File: config.mk
export PLATFORM = sky130hd
export DESIGN_NAME = quad_mixer_with_obstacle_override
export DESIGN_NICKNAME = d
export VERILOG_FILES = /design/src/rtl/qmix_pkg.sv /design/src/rtl/qmix_csr.sv /design/src/rtl/qmix_scale.sv /design/src/rtl/qmix_mix.sv /design/src/rtl/quad_mixer_with_obstacle_override.sv
export SDC_FILE = /design/constraint.sdc
export NUM_CORES = 2
export LEC_CHECK = 0
export ABC_AREA = 0
export ABC_CLOCK_PERIOD_IN_PS = 26500
export BUFFER_PORTS_ARGS = -buffer_cell sky130_fd_sc_hd__buf_2
export CORE_MARGIN = 1
export CORE_UTILIZATION = 35
export DETAILED_ROUTE_END_ITERATION = 8
export GPL_TIMING_DRIVEN = 0
export PLACE_DENSITY_LB_ADDON = 0.08
export SKIP_CTS_REPAIR_TIMING = 1
export SYNTH_ARGS = -nofsm -noshare
export SYNTH_HDL_FRONTEND = slang
export SYNTH_SLANG_ARGS = --single-unit
File: constraint.sdc
create_clock -name clock -period 26.5 [get_ports clock]
set_input_delay 1.325 -clock clock [delete_from_list [all_inputs] [get_ports clock]]
set_output_delay 1.325 -clock clock [all_outputs]
set_load 0.005 [all_outputs]
File: src/rtl/qmix_pkg.sv
// types, constants and helper functions shared by the quad mixer
package qmix_pkg;

   localparam int STICK_W = 12;
   localparam int ECHO_W  = 15;
   localparam int DUTY_W  = 16;
   localparam int CM_W    = 9;
   localparam int SPAN_W  = 10;
   localparam int MASK_W  = 3;

   localparam int CSR_ADDR_W = 5;
   localparam int CSR_DATA_W = 32;

   localparam logic [15:0] ECHO_TIMEOUT_DEFAULT = 16'd30000;

   localparam logic [11:0] STICK_FULL = 12'd4095;
   localparam logic [5:0]  US_PER_CM  = 6'd58;
   localparam logic [8:0]  NO_ECHO_CM = 9'd300;

   localparam logic [CM_W-1:0]   OBSTACLE_CM_RST   = 9'd30;
   localparam logic [DUTY_W-1:0] DUTY_MIN_RST      = 16'd3000;
   localparam logic [DUTY_W-1:0] DUTY_MAX_RST      = 16'd7000;
   localparam logic [SPAN_W-1:0] ATTITUDE_SPAN_RST = 10'd200;
   localparam logic [SPAN_W-1:0] AVOID_YAW_RST     = 10'd100;

   localparam int MASK_FRONT = 0;
   localparam int MASK_LEFT  = 1;
   localparam int MASK_RIGHT = 2;

   typedef enum logic [2:0] {
      REG_OBSTACLE_CM   = 3'd0,
      REG_DUTY_MIN      = 3'd1,
      REG_DUTY_MAX      = 3'd2,
      REG_ATTITUDE_SPAN = 3'd3,
      REG_AVOID_YAW     = 3'd4
   } reg_idx_type;

   // register values plus terms derived from them once per write
   typedef struct packed {
      logic [CM_W-1:0]   obstacle_cm;
      logic [DUTY_W-1:0] duty_min;
      logic [DUTY_W-1:0] duty_max;
      logic [SPAN_W-1:0] attitude_span;
      logic [SPAN_W-1:0] avoid_yaw;
      logic [4:0]        thr_quot;
      logic [11:0]       thr_rem;
      logic              thr_neg;
      logic [ECHO_W-1:0] thresh_us;
      logic              far_hit;
   } cfg_type;

   typedef struct packed {
      logic [ECHO_W-1:0]  echo_right_us;
      logic [ECHO_W-1:0]  echo_left_us;
      logic [ECHO_W-1:0]  echo_front_us;
      logic [STICK_W-1:0] stick_yaw;
      logic [STICK_W-1:0] stick_throttle;
      logic [STICK_W-1:0] stick_pitch;
      logic [STICK_W-1:0] stick_roll;
   } req_type;

   typedef struct packed {
      logic [22:0]       roll_prod;
      logic [22:0]       pitch_prod;
      logic [22:0]       yaw_prod;
      logic [16:0]       thr_hi;
      logic [23:0]       thr_lo;
      logic [MASK_W-1:0] mask;
   } prod_type;

   typedef struct packed {
      logic [MASK_W-1:0] override_mask;
      logic [DUTY_W-1:0] duty_motor3;
      logic [DUTY_W-1:0] duty_motor2;
      logic [DUTY_W-1:0] duty_motor1;
      logic [DUTY_W-1:0] duty_motor0;
   } rsp_type;

   // floor(n / 4095), exact for n below 4095*4096
   function automatic logic [11:0] div4095(input logic [23:0] n);
      logic [24:0] s;
      s = {1'b0, n} + 25'(n >> 12) + 25'd1;
      return s[23:12];
   endfunction

endpackage

File: src/rtl/qmix_csr.sv
// configuration registers with derived throttle and echo terms
module qmix_csr
   import qmix_pkg::*;
(
   input  logic                  clock,
   input  logic                  reset,
   input  logic                  csr_psel,
   input  logic                  csr_penable,
   input  logic                  csr_pwrite,
   input  logic [CSR_ADDR_W-1:0] csr_paddr,
   input  logic [CSR_DATA_W-1:0] csr_pwdata,
   output logic [CSR_DATA_W-1:0] csr_prdata,
   output logic                  csr_pready,
   output cfg_type               cfg
);

   logic [CM_W-1:0]   obstacle_cm_ff, obstacle_cm_in;
   logic [DUTY_W-1:0] duty_min_ff, duty_min_in;
   logic [DUTY_W-1:0] duty_max_ff, duty_max_in;
   logic [SPAN_W-1:0] span_ff, span_in;
   logic [SPAN_W-1:0] avoid_yaw_ff, avoid_yaw_in;
   logic [4:0]        thr_quot_ff, thr_quot_in;
   logic [11:0]       thr_rem_ff, thr_rem_in;
   logic              thr_neg_ff, thr_neg_in;
   logic [ECHO_W-1:0] thresh_us_ff, thresh_us_in;
   logic              far_hit_ff, far_hit_in;

   logic              wr;
   reg_idx_type       idx;
   logic [DUTY_W-1:0] diff_abs;
   logic [11:0]       quot_full;

   assign wr         = csr_psel & csr_penable & csr_pwrite & csr_pready;
   assign idx        = reg_idx_type'(csr_paddr[4:2]);
   assign csr_pready = 1'b1;

   always_comb begin
      obstacle_cm_in = obstacle_cm_ff;
      duty_min_in    = duty_min_ff;
      duty_max_in    = duty_max_ff;
      span_in        = span_ff;
      avoid_yaw_in   = avoid_yaw_ff;
      if (reset) begin
         obstacle_cm_in = OBSTACLE_CM_RST;
         duty_min_in    = DUTY_MIN_RST;
         duty_max_in    = DUTY_MAX_RST;
         span_in        = ATTITUDE_SPAN_RST;
         avoid_yaw_in   = AVOID_YAW_RST;
      end else if (wr) begin
         case (idx)
            REG_OBSTACLE_CM:   obstacle_cm_in = csr_pwdata[CM_W-1:0];
            REG_DUTY_MIN:      duty_min_in    = csr_pwdata[DUTY_W-1:0];
            REG_DUTY_MAX:      duty_max_in    = csr_pwdata[DUTY_W-1:0];
            REG_ATTITUDE_SPAN: span_in        = csr_pwdata[SPAN_W-1:0];
            REG_AVOID_YAW:     avoid_yaw_in   = csr_pwdata[SPAN_W-1:0];
            default: ;
         endcase
      end
   end

   // throttle span split as quot*4095 + rem, kept as magnitude and sign
   always_comb begin
      thr_neg_in   = duty_min_in > duty_max_in;
      diff_abs     = thr_neg_in ? (duty_min_in - duty_max_in) : (duty_max_in - duty_min_in);
      quot_full    = div4095({8'd0, diff_abs});
      thr_quot_in  = quot_full[4:0];
      thr_rem_in   = 12'(diff_abs - 16'(thr_quot_in) * 16'(STICK_FULL));
      thresh_us_in = 15'(obstacle_cm_in) * 15'(US_PER_CM);
      far_hit_in   = NO_ECHO_CM < obstacle_cm_in;
   end

   always_ff @(posedge clock) begin
      obstacle_cm_ff <= obstacle_cm_in;
      duty_min_ff    <= duty_min_in;
      duty_max_ff    <= duty_max_in;
      span_ff        <= span_in;
      avoid_yaw_ff   <= avoid_yaw_in;
      thr_quot_ff    <= thr_quot_in;
      thr_rem_ff     <= thr_rem_in;
      thr_neg_ff     <= thr_neg_in;
      thresh_us_ff   <= thresh_us_in;
      far_hit_ff     <= far_hit_in;
   end

   always_comb begin
      case (idx)
         REG_OBSTACLE_CM:   csr_prdata = CSR_DATA_W'(obstacle_cm_ff);
         REG_DUTY_MIN:      csr_prdata = CSR_DATA_W'(duty_min_ff);
         REG_DUTY_MAX:      csr_prdata = CSR_DATA_W'(duty_max_ff);
         REG_ATTITUDE_SPAN: csr_prdata = CSR_DATA_W'(span_ff);
         REG_AVOID_YAW:     csr_prdata = CSR_DATA_W'(avoid_yaw_ff);
         default:           csr_prdata = '0;
      endcase
   end

   assign cfg.obstacle_cm   = obstacle_cm_ff;
   assign cfg.duty_min      = duty_min_ff;
   assign cfg.duty_max      = duty_max_ff;
   assign cfg.attitude_span = span_ff;
   assign cfg.avoid_yaw     = avoid_yaw_ff;
   assign cfg.thr_quot      = thr_quot_ff;
   assign cfg.thr_rem       = thr_rem_ff;
   assign cfg.thr_neg       = thr_neg_ff;
   assign cfg.thresh_us     = thresh_us_ff;
   assign cfg.far_hit       = far_hit_ff;

endmodule

File: src/rtl/qmix_scale.sv
// first stage: stick products and obstacle detection, registered
module qmix_scale
   import qmix_pkg::*;
#(
   parameter logic [15:0] ECHO_TIMEOUT_US = ECHO_TIMEOUT_DEFAULT
) (
   input  logic     clock,
   input  logic     reset,
   input  cfg_type  cfg,
   input  logic     in_valid,
   output logic     in_ready,
   input  req_type  in_word,
   output logic     s1_valid,
   input  logic     s1_ready,
   output prod_type s1_word
);

   logic     valid_ff, valid_in;
   prod_type word_ff, word_in;
   logic     take;
   logic [10:0] span2;

   function automatic logic echo_hit(input logic [ECHO_W-1:0] w, input cfg_type c);
      logic seen;
      seen = (w != '0) && ({1'b0, w} <= ECHO_TIMEOUT_US);
      return seen ? (w < c.thresh_us) : c.far_hit;
   endfunction

   assign in_ready = !valid_ff || s1_ready;
   assign take     = in_valid && in_ready;
   assign span2    = {cfg.attitude_span, 1'b0};

   always_comb begin
      word_in            = word_ff;
      valid_in           = valid_ff;
      if (take) begin
         valid_in           = 1'b1;
         word_in.roll_prod  = 23'(in_word.stick_roll) * 23'(span2);
         word_in.pitch_prod = 23'(in_word.stick_pitch) * 23'(span2);
         word_in.yaw_prod   = 23'(in_word.stick_yaw) * 23'(span2);
         word_in.thr_hi     = 17'(in_word.stick_throttle) * 17'(cfg.thr_quot);
         word_in.thr_lo     = 24'(in_word.stick_throttle) * 24'(cfg.thr_rem);
         word_in.mask[MASK_FRONT] = echo_hit(in_word.echo_front_us, cfg);
         word_in.mask[MASK_LEFT]  = echo_hit(in_word.echo_left_us, cfg);
         word_in.mask[MASK_RIGHT] = echo_hit(in_word.echo_right_us, cfg);
      end else if (s1_ready) begin
         valid_in = 1'b0;
      end
   end

   always_ff @(posedge clock) begin
      if (reset) begin
         valid_ff <= 1'b0;
      end else begin
         valid_ff <= valid_in;
      end
      word_ff <= word_in;
   end

   assign s1_valid = valid_ff;
   assign s1_word  = word_ff;

   a_take_fills: assert property (@(posedge clock) disable iff (reset)
      take |=> valid_ff)
      else $error("accepted word not held in first stage");

   a_stall_keeps: assert property (@(posedge clock) disable iff (reset)
      valid_ff && !s1_ready |=> valid_ff && $stable(word_ff))
      else $error("first stage word lost while result side stalled");

endmodule

File: src/rtl/qmix_mix.sv
// second stage: divide, override, x-mix and clamp into the result register
module qmix_mix
   import qmix_pkg::*;
(
   input  logic     clock,
   input  logic     reset,
   input  cfg_type  cfg,
   input  logic     s1_valid,
   output logic     s1_ready,
   input  prod_type s1_word,
   output logic     out_valid,
   input  logic     out_ready,
   output rsp_type  out_word
);

   logic    valid_ff, valid_in;
   rsp_type word_ff, word_in;
   logic    load;

   logic signed [12:0] span_s, ayaw_s;
   logic signed [12:0] roll_s, pitch_s, yaw_s;
   logic [17:0]        mag;
   logic signed [18:0] thr_s;
   logic signed [19:0] thr_w, roll_w, pitch_w, yaw_w;
   logic signed [19:0] sum0, sum1, sum2, sum3;

   function automatic logic signed [12:0] att(input logic [22:0] p,
                                              input logic signed [12:0] span);
      return $signed({1'b0, div4095({1'b0, p})}) - span;
   endfunction

   function automatic logic [DUTY_W-1:0] clamp(input logic signed [19:0] v,
                                                input logic [DUTY_W-1:0] lo,
                                                input logic [DUTY_W-1:0] hi);
      logic [DUTY_W-1:0] r;
      if (v < $signed({4'd0, lo})) begin
         r = lo;
      end else if (v > $signed({4'd0, hi})) begin
         r = hi;
      end else begin
         r = v[DUTY_W-1:0];
      end
      return r;
   endfunction

   always_comb begin
      span_s  = $signed({3'd0, cfg.attitude_span});
      ayaw_s  = $signed({3'd0, cfg.avoid_yaw});
      roll_s  = att(s1_word.roll_prod, span_s);
      pitch_s = att(s1_word.pitch_prod, span_s);
      yaw_s   = att(s1_word.yaw_prod, span_s);
      if (s1_word.mask != '0) begin
         roll_s  = '0;
         pitch_s = '0;
      end
      if (s1_word.mask[MASK_RIGHT]) begin
         yaw_s = ayaw_s;
      end else if (s1_word.mask[MASK_LEFT]) begin
         yaw_s = -ayaw_s;
      end

      mag = 18'(s1_word.thr_hi) + 18'(div4095(s1_word.thr_lo));
      if (s1_word.mask[MASK_FRONT]) begin
         thr_s = $signed({3'd0, cfg.duty_min});
      end else if (cfg.thr_neg) begin
         thr_s = $signed({3'd0, cfg.duty_min}) - $signed({1'b0, mag});
      end else begin
         thr_s = $signed({3'd0, cfg.duty_min}) + $signed({1'b0, mag});
      end

      thr_w   = 20'(thr_s);
      roll_w  = 20'(roll_s);
      pitch_w = 20'(pitch_s);
      yaw_w   = 20'(yaw_s);
      sum0    = thr_w + yaw_w + pitch_w + roll_w;
      sum1    = thr_w - yaw_w + pitch_w - roll_w;
      sum2    = thr_w - yaw_w - pitch_w + roll_w;
      sum3    = thr_w + yaw_w - pitch_w - roll_w;
   end

   assign s1_ready = !valid_ff || out_ready;
   assign load     = s1_valid && s1_ready;

   always_comb begin
      word_in  = word_ff;
      valid_in = valid_ff;
      if (load) begin
         valid_in              = 1'b1;
         word_in.duty_motor0   = clamp(sum0, cfg.duty_min, cfg.duty_max);
         word_in.duty_motor1   = clamp(sum1, cfg.duty_min, cfg.duty_max);
         word_in.duty_motor2   = clamp(sum2, cfg.duty_min, cfg.duty_max);
         word_in.duty_motor3   = clamp(sum3, cfg.duty_min, cfg.duty_max);
         word_in.override_mask = s1_word.mask;
      end else if (out_ready) begin
         valid_in = 1'b0;
      end
   end

   always_ff @(posedge clock) begin
      if (reset) begin
         valid_ff <= 1'b0;
      end else begin
         valid_ff <= valid_in;
      end
      word_ff <= word_in;
   end

   assign out_valid = valid_ff;
   assign out_word  = word_ff;

   a_load_shows: assert property (@(posedge clock) disable iff (reset)
      load |=> valid_ff)
      else $error("loaded word missing from result register");

   a_no_invent: assert property (@(posedge clock) disable iff (reset)
      !s1_valid && s1_ready |=> !valid_ff)
      else $error("result word appeared without a first stage word");

   a_mask_follows: assert property (@(posedge clock) disable iff (reset)
      load |=> word_ff.override_mask == $past(s1_word.mask))
      else $error("override mask not carried into result");

endmodule

File: src/rtl/quad_mixer_with_obstacle_override.sv
// top level of the quad x-frame motor mixer with obstacle override
//
//   group   dir  handshake          payload
//   req_    in   tvalid/tready      96-bit tdata: sticks and echo widths
//   rsp_    out  tvalid/tready      72-bit tdata: four duties and override mask
//   csr_    in   psel/penable       apb-style, 5 registers at 4*i, pready tied high
//
// two register stages: products and obstacle checks, then divide, mix and clamp
// one word accepted per cycle while rsp_tready is high; each result passes the first-stage and result registers
// an empty stage fills even while the stage after it is stalled; rsp_tready low fills both, then req_tready drops
// synchronous reset empties both stages and loads register defaults
module quad_mixer_with_obstacle_override
   import qmix_pkg::*;
#(
   parameter logic [15:0] ECHO_TIMEOUT_US = ECHO_TIMEOUT_DEFAULT
) (
   input  logic                  clock,
   input  logic                  reset,
   input  logic                  req_tvalid,
   output logic                  req_tready,
   // roll[11:0] pitch[23:12] throttle[35:24] yaw[47:36]
   // front[62:48] left[77:63] right[92:78] zero[95:93]
   input  logic [95:0]           req_tdata,
   output logic                  rsp_tvalid,
   input  logic                  rsp_tready,
   // motor0[15:0] motor1[31:16] motor2[47:32] motor3[63:48] mask[66:64] zero[71:67]
   output logic [71:0]           rsp_tdata,
   input  logic                  csr_psel,
   input  logic                  csr_penable,
   input  logic                  csr_pwrite,
   input  logic [CSR_ADDR_W-1:0] csr_paddr,
   input  logic [CSR_DATA_W-1:0] csr_pwdata,
   output logic [CSR_DATA_W-1:0] csr_prdata,
   output logic                  csr_pready
);

   cfg_type  cfg;
   req_type  req_word;
   prod_type s1_word;
   rsp_type  rsp_word;
   logic     s1_valid;
   logic     s1_ready;

   assign req_word = req_type'(req_tdata[$bits(req_type)-1:0]);

   qmix_csr u_csr (
      .clock       (clock),
      .reset       (reset),
      .csr_psel    (csr_psel),
      .csr_penable (csr_penable),
      .csr_pwrite  (csr_pwrite),
      .csr_paddr   (csr_paddr),
      .csr_pwdata  (csr_pwdata),
      .csr_prdata  (csr_prdata),
      .csr_pready  (csr_pready),
      .cfg         (cfg)
   );

   qmix_scale #(
      .ECHO_TIMEOUT_US (ECHO_TIMEOUT_US)
   ) u_scale (
      .clock    (clock),
      .reset    (reset),
      .cfg      (cfg),
      .in_valid (req_tvalid),
      .in_ready (req_tready),
      .in_word  (req_word),
      .s1_valid (s1_valid),
      .s1_ready (s1_ready),
      .s1_word  (s1_word)
   );

   qmix_mix u_mix (
      .clock     (clock),
      .reset     (reset),
      .cfg       (cfg),
      .s1_valid  (s1_valid),
      .s1_ready  (s1_ready),
      .s1_word   (s1_word),
      .out_valid (rsp_tvalid),
      .out_ready (rsp_tready),
      .out_word  (rsp_word)
   );

   assign rsp_tdata = {5'd0, rsp_word};

endmodule

* Word-level counts from Yosys, hierarchy flattened *
Index checks and enable logic that the tools add are counted.

operators by class
  magnitude comparators = 16
  equality and inequality tests = 4
  bitwise logic cells = 2
  reduce and logical (&&, ||, !) cells = 18
  mux-type cells = 32
  $add $sub $neg = 30
  multiply operators = 7

operators with widths
  kind                                                             count
  16-bit two-way mux                                               15
  24-bit by 1-bit adder with 24-bit output, second input constant  4
  20-bit by 13-bit adder with 20-bit output                        4
  20-bit by 17-bit > comparator with 1-bit output                  4
  20-bit by 17-bit less-than comparator with 1-bit output          4
  16-bit one-hot mux with 5 select lines                           1
  20-bit by 13-bit subtractor with 20-bit output                   4
  23-bit by 11-bit adder with 24-bit output                        3
  12-bit by 10-bit multiplier with 22-bit output                   3
  13-bit two-way mux                                               4
  15-bit less-or-equal comparator, second input constant           3
  15-bit less-than comparator                                      3
  15-bit nonzero test                                              3
  12-bit by 10-bit subtractor with 13-bit output                   3
  19-bit two-way mux                                               2
  16-bit subtractor                                                2
  9-bit two-way mux                                                3
  24-bit by 12-bit adder with 24-bit output                        1
  12-bit by 12-bit multiplier with 24-bit output                   1
  19-bit by 13-bit adder with 20-bit output                        1
  19-bit by 13-bit subtractor with 20-bit output                   1
  16-bit by 18-bit adder with 19-bit output                        1
  16-bit by 18-bit subtractor with 19-bit output                   1
  17-bit by 12-bit adder with 18-bit output                        1
  21 further kinds                                                 37

storage, ports and cells
  bits of input ports = 140
  word-level logic and storage cells = 132
  register bits = 273
  output and inout bits = 107

* Depth between registers and ports, before layout *
  depth in word-level cells = 12
  depth in mapped cells = 58
  gate-level depth less buffers = 56

* Modules after synthesis *
A second synthesis with hierarchy kept.

second synthesis, totals
  cells, all modules = 5519
  area total of the unflattened synthesis = 49138.4 um^2

modules (own cells, without submodules)
  module                             times used  sequential area each (um^2)  area an instance (um^2)  cells an instance
  qmix_scale                         1           3323.2                       22679.3                  2427
  qmix_mix                           1           2031.9                       18530.3                  2189
  qmix_csr                           1           1841.8                       7887.6                   897
  quad_mixer_with_obstacle_override  1           0.0                          41.3                     6

* Worst setup path after synthesis *
OpenSTA, ideal clock, no wires.

  path kind = reg2reg
  from = reg u_scale.word_ff (netlist bit u_scale.s1_word[16])
  to = reg u_mix.word_ff (netlist bit u_mix.out_word[61]) (data pin)
  buffers on the path = 3
  library setup time = 0.267 ns
  data arrival time = 10.449 ns
  cell stages (with the launch flop) = 52
  data required time = 26.233 ns
  path slack = 15.784 ns
  period minus slack after synthesis = 10.716 ns
  cell sequence = edfxtp_1 -> ha_1 -> o21a_1 -> o21a_1 -> o21a_1 -> o21a_1 -> o21a_1 -> o21a_1 -> o21a_1 -> o2111ai_1 -> a31oi_1 -> and3_1 -> and4_1 -> clkbuf_1 -> nand3_1 -> xnor2_1 -> ha_1 -> clkbuf_1 -> [... 16 more ...] -> nor2_1 -> xnor2_1 -> fa_1 -> inv_1 -> ha_1 -> or3_1 -> o21ai_0 -> a21oi_1 -> a21oi_1 -> xnor2_1 -> ha_1 -> nand4_1 -> or3_1 -> o21a_1 -> o21ai_1 -> buf_2 -> mux2i_1 -> mux2i_1

between the ends
  word-level cells in the longest chain between the ends = 12
  elaborated cells on any way between the ends = 14
  those cells by class = add/sub (8); order compare (2); mux (4)

ends and longest elaborated chain
  item                                                                                                                line                            source
  start, declared                                                                                                     qmix_scale.sv:19                prod_type word_ff, word_in;
  start signal, assigned                                                                                              qmix_scale.sv:57                word_ff <= word_in;
  24-bit by 12-bit adder with 24-bit output *                                                                         qmix_pkg.sv:82                  s = {1'b0, n} + 25'(n >> 12) + 25'd1;
  24-bit by 1-bit adder with 24-bit output *                                                                          qmix_pkg.sv:82
  17-bit by 12-bit adder with 18-bit output *                                                                         qmix_mix.sv:62                  mag = 18'(s1_word.thr_hi) + 18'(div4095(s1_word.thr_lo));
  16-bit by 18-bit adder with 19-bit output / 16-bit by 18-bit subtractor with 19-bit output (equally long branches)  qmix_mix.sv:68, qmix_mix.sv:66
  19-bit two-way mux *                                                                                                qmix_mix.sv:65                  end else if (cfg.thr_neg) begin
  19-bit two-way mux *                                                                                                qmix_mix.sv:63                  if (s1_word.mask[MASK_FRONT]) begin
  19-bit by 13-bit adder with 20-bit output *                                                                         qmix_mix.sv:78                  sum3 = thr_w + yaw_w - pitch_w - roll_w;
  20-bit by 13-bit subtractor with 20-bit output * (2 in a row)                                                       qmix_mix.sv:78
  20-bit by 17-bit > comparator with 1-bit output                                                                     qmix_mix.sv:38                  end else if (v > $signed({4'd0, hi})) begin
  16-bit two-way mux                                                                                                  qmix_mix.sv:38
  16-bit two-way mux *                                                                                                qmix_mix.sv:36                  if (v < $signed({4'd0, lo})) begin
  end signal, assigned                                                                                                qmix_mix.sv:105                 word_ff <= word_in;
  end, declared                                                                                                       qmix_mix.sv:17                  rsp_type word_ff, word_in;

Mark *: on every way between the ends. The rest lies on a longest branch, timed or not.
A chain may end at the register's enable or synchronous reset.

* Final worst setup path *
  from = reg u_scale.word_ff (netlist bit u_scale.s1_word[16])
  to = reg u_mix.word_ff (netlist bit u_mix.out_word[54]) (data pin)

The elaborated chain is that of the path after synthesis.

==> qor.txt <==
Initial antenna violation count = 18
CP Capture Type = flip-flop
Clock Tree Root = clkbuf_16
WP data required = 26800 ps
All-Layer GR Usage = 0.2169
Total number of vias = 37.24k
Tcrit/Tclk final = 0.4960
FMAX = 76.08 MHz
Max Slew Vio Count = 0
Antenna viol nets, final = 0
Mapped Avg Cell Area = 8.983 sq um
Routability cong. = 0.9181
FF+latch count, synth = 271
Kind of critical path = flip-flop to flip-flop
Worst-path clk slew = 60 ps
Starting DRT DRC Count = 1867
FF/Latch Area = 0.007197 sq mm
CP Buf/Inv Count = 5
Clock Path Buffers = 3
Final Hold Vio Count = 0
Post-synth EDFFs = 177
Port buffer count = 164
Final Core Density = 0.3856
DR WL/cell = 20.22 microns
Vias in the first global route = 38.06k
GR Overflow Total = 0
Vert. Die Dim = 371.2 microns
Layout cell share with drive strength beyond 1 = 0.06126
Crit-path max FO = 10
Worst clock skew = 44.56 ps
Yosys cell types = 92
Core area = 0.1353 sq mm
Ys flop type = edfxtp_1
Hold WC Path Type = flip-flop to flip-flop
TritonCTS Buffers = 37
Initial core utilization = 0.3527
Synthesized area = 0.04772 sq mm
Post-DP HPWL = 125500 microns
DRC viols = 0
RSZ-0062 raised after global routing = false
Area growth from synthesis to layout = 9.343%
Worst relative slew slack = 0.09218
Slowest cell on crit path = o21ai_1
Post-layout min period = 13140 ps
Max Cap Viol = 0
Row count = 135
Fin nets = 6891
Total negative slack = 0 ps
Synth Instances = 5312
CP Launch Type = flip-flop
Die width = 371.2 microns
YS warnings = 0
CP top delay family = compound AO/OA/AOI/OAI gates
Commonest non-fill, non-tap cell in the layout = inv_1
FILL cells = 13.94k
Crit path largest cell delay = 880 ps
Run status = finished clean
Sequential cell area fraction in the yosys report = 0.1508
Die ar. = 0.1378 sq mm
Worst skew pair latency = 610 ps
Global-route wire length before repair = 227200 microns
CP arrival = 13440 ps
CTS tree = yes
CTS H-tree lvls = 2
Most frequent cell on the critical path = o21a_1
Hold_ws = 475.6 ps
Vias per cell = 5.065
Clock sinks = 271
Multi-input gate area = 0.03688 sq mm
Post-synth ARST share = 0
Largest net degree at the start of global routing = 63
Final setup violation count = 0
# IOs = 247
First-pass iteration count of the detailed router = 5
Most frequent cells in the layout = inv_1, ha_1, nand2_1
Routed wire length = 148700 microns
Worst-Margin Slew = 1362 ps
[metrics by stage]
| step | setup WS [ps] | instance area (sq um) | std cells |
|---|---|---|---|
| final | 13360 | 52170 | 7352 |
| after global placement | 13360 | 50840 | 7277 |
| after global routing | 12430 | 52170 | 7350 |
| after floorplan | 15780 | 47790 | 5332 |
| after CTS | 13250 | 52130 | 7346 |
| after detailed placement | 13280 | 50910 | 7280 |
[synthesized netlist by cell type, types with 24 or more instances]
cell / instances / share of area
xor2_1: 95 / 0.017
nand3_1: 45 / 0.0047
and2_1: 254 / 0.033
a21oi_1: 267 / 0.028
o21ai_0: 168 / 0.018
and3_1: 27 / 0.0035
or2_2: 32 / 0.0042
ha_1: 723 / 0.19
a21o_1: 124 / 0.020
inv_1: 761 / 0.060
nand2_1: 519 / 0.041
edfxtp_1: 177 / 0.11
xnor2_1: 231 / 0.042
fa_1: 489 / 0.21
nor3_1: 62 / 0.0065
nand2b_1: 58 / 0.0076
clkbuf_1: 147 / 0.012
a31oi_1: 32 / 0.0042
buf_4: 24 / 0.0038
dfxtp_1: 94 / 0.039
nor2b_1: 60 / 0.0079
nor2_1: 211 / 0.017
mux2i_1: 205 / 0.043
o21bai_1: 63 / 0.0099
o21a_1: 52 / 0.0082
nand4_1: 32 / 0.0042
[worst paths after layout]
kind / startpoint / endpoint / cells after the start / slack, ps
hold reg to reg: u_scale.s1_word[0]$_DFFE_PP_ / u_mix.out_word[64]$_DFFE_PP_ / 0 / 480
setup reg to reg: u_scale.s1_word[16]$_DFFE_PP_ / u_mix.out_word[54]$_DFFE_PP_ / 51 / 13360
setup / recovery: u_scale.s1_word[16]$_DFFE_PP_ / u_mix.out_word[54]$_DFFE_PP_ / 51 / 13360
hold / removal: u_scale.s1_word[0]$_DFFE_PP_ / u_mix.out_word[64]$_DFFE_PP_ / 0 / 480
[final cells by class]
type / count / area share
diodes: 5 / 0.0002398
clock buffers: 43 / 0.01859
flip-flops and latches: 271 / 0.1379
well taps: 1781 / 0.04271
multi-input cells: 4100 / 0.7068
repair buffers: 168 / 0.01731
clock inverters: 23 / 0.004964
plain buffers: 198 / 0.01652
inverters: 763 / 0.05489
[routing by layer]
| metal | wire [microns] | GRT usage | vias to the layer above |
|---|---|---|---|
| met5 | 68 | 0 | - |
| met4 | 2980 | 0.04511 | 12 |
| met3 | 6427 | 0.02109 | 124 |
| met2 | 67690 | 0.3618 | 711 |
| met1 | 71520 | 0.3026 | 18210 |
| li1 | - | - | 18190 |
[flip-flops by register name, indices dropped and copies added, names as in the netlist]
register,flops
u_scale.s1_word,110
u_scale.s1_valid,1
u_mix.out_valid,1
u_csr.span_ff,10
u_csr.thresh_us_ff,12
u_csr.avoid_yaw_ff,10
u_csr.duty_max_ff,16
u_csr.thr_quot_ff,5
u_csr.duty_min_ff,16
u_csr.thr_neg_ff,1
u_csr.obstacle_cm_ff,9
u_csr.far_hit_ff,1
u_mix.out_word,67
u_csr.thr_rem_ff,12
[worst register-to-register path, delay by kind of cell, from the launching register on]
family / cells / cell delay [ps]
xor+xnor: 3 / 620
simple gates: 8 / 1680
compound gates: 24 / 5790
buf+inv: 5 / 910
flops: 1 / 480
fa+ha+maj: 9 / 2950
mux: 2 / 390
[cells by family after synthesis]
logic type	synth area share
simple gates	0.1454
compound gates	0.1263
buf+inv	0.07809
mux	0.04418
fa+ha+maj	0.3947
xor+xnor	0.06031
flops	0.1508
other cells	0.0001574
Power is left out: the tool's default activity adds up to more than one toggle a clock period on the data nets, which glitch-free logic cannot reach.
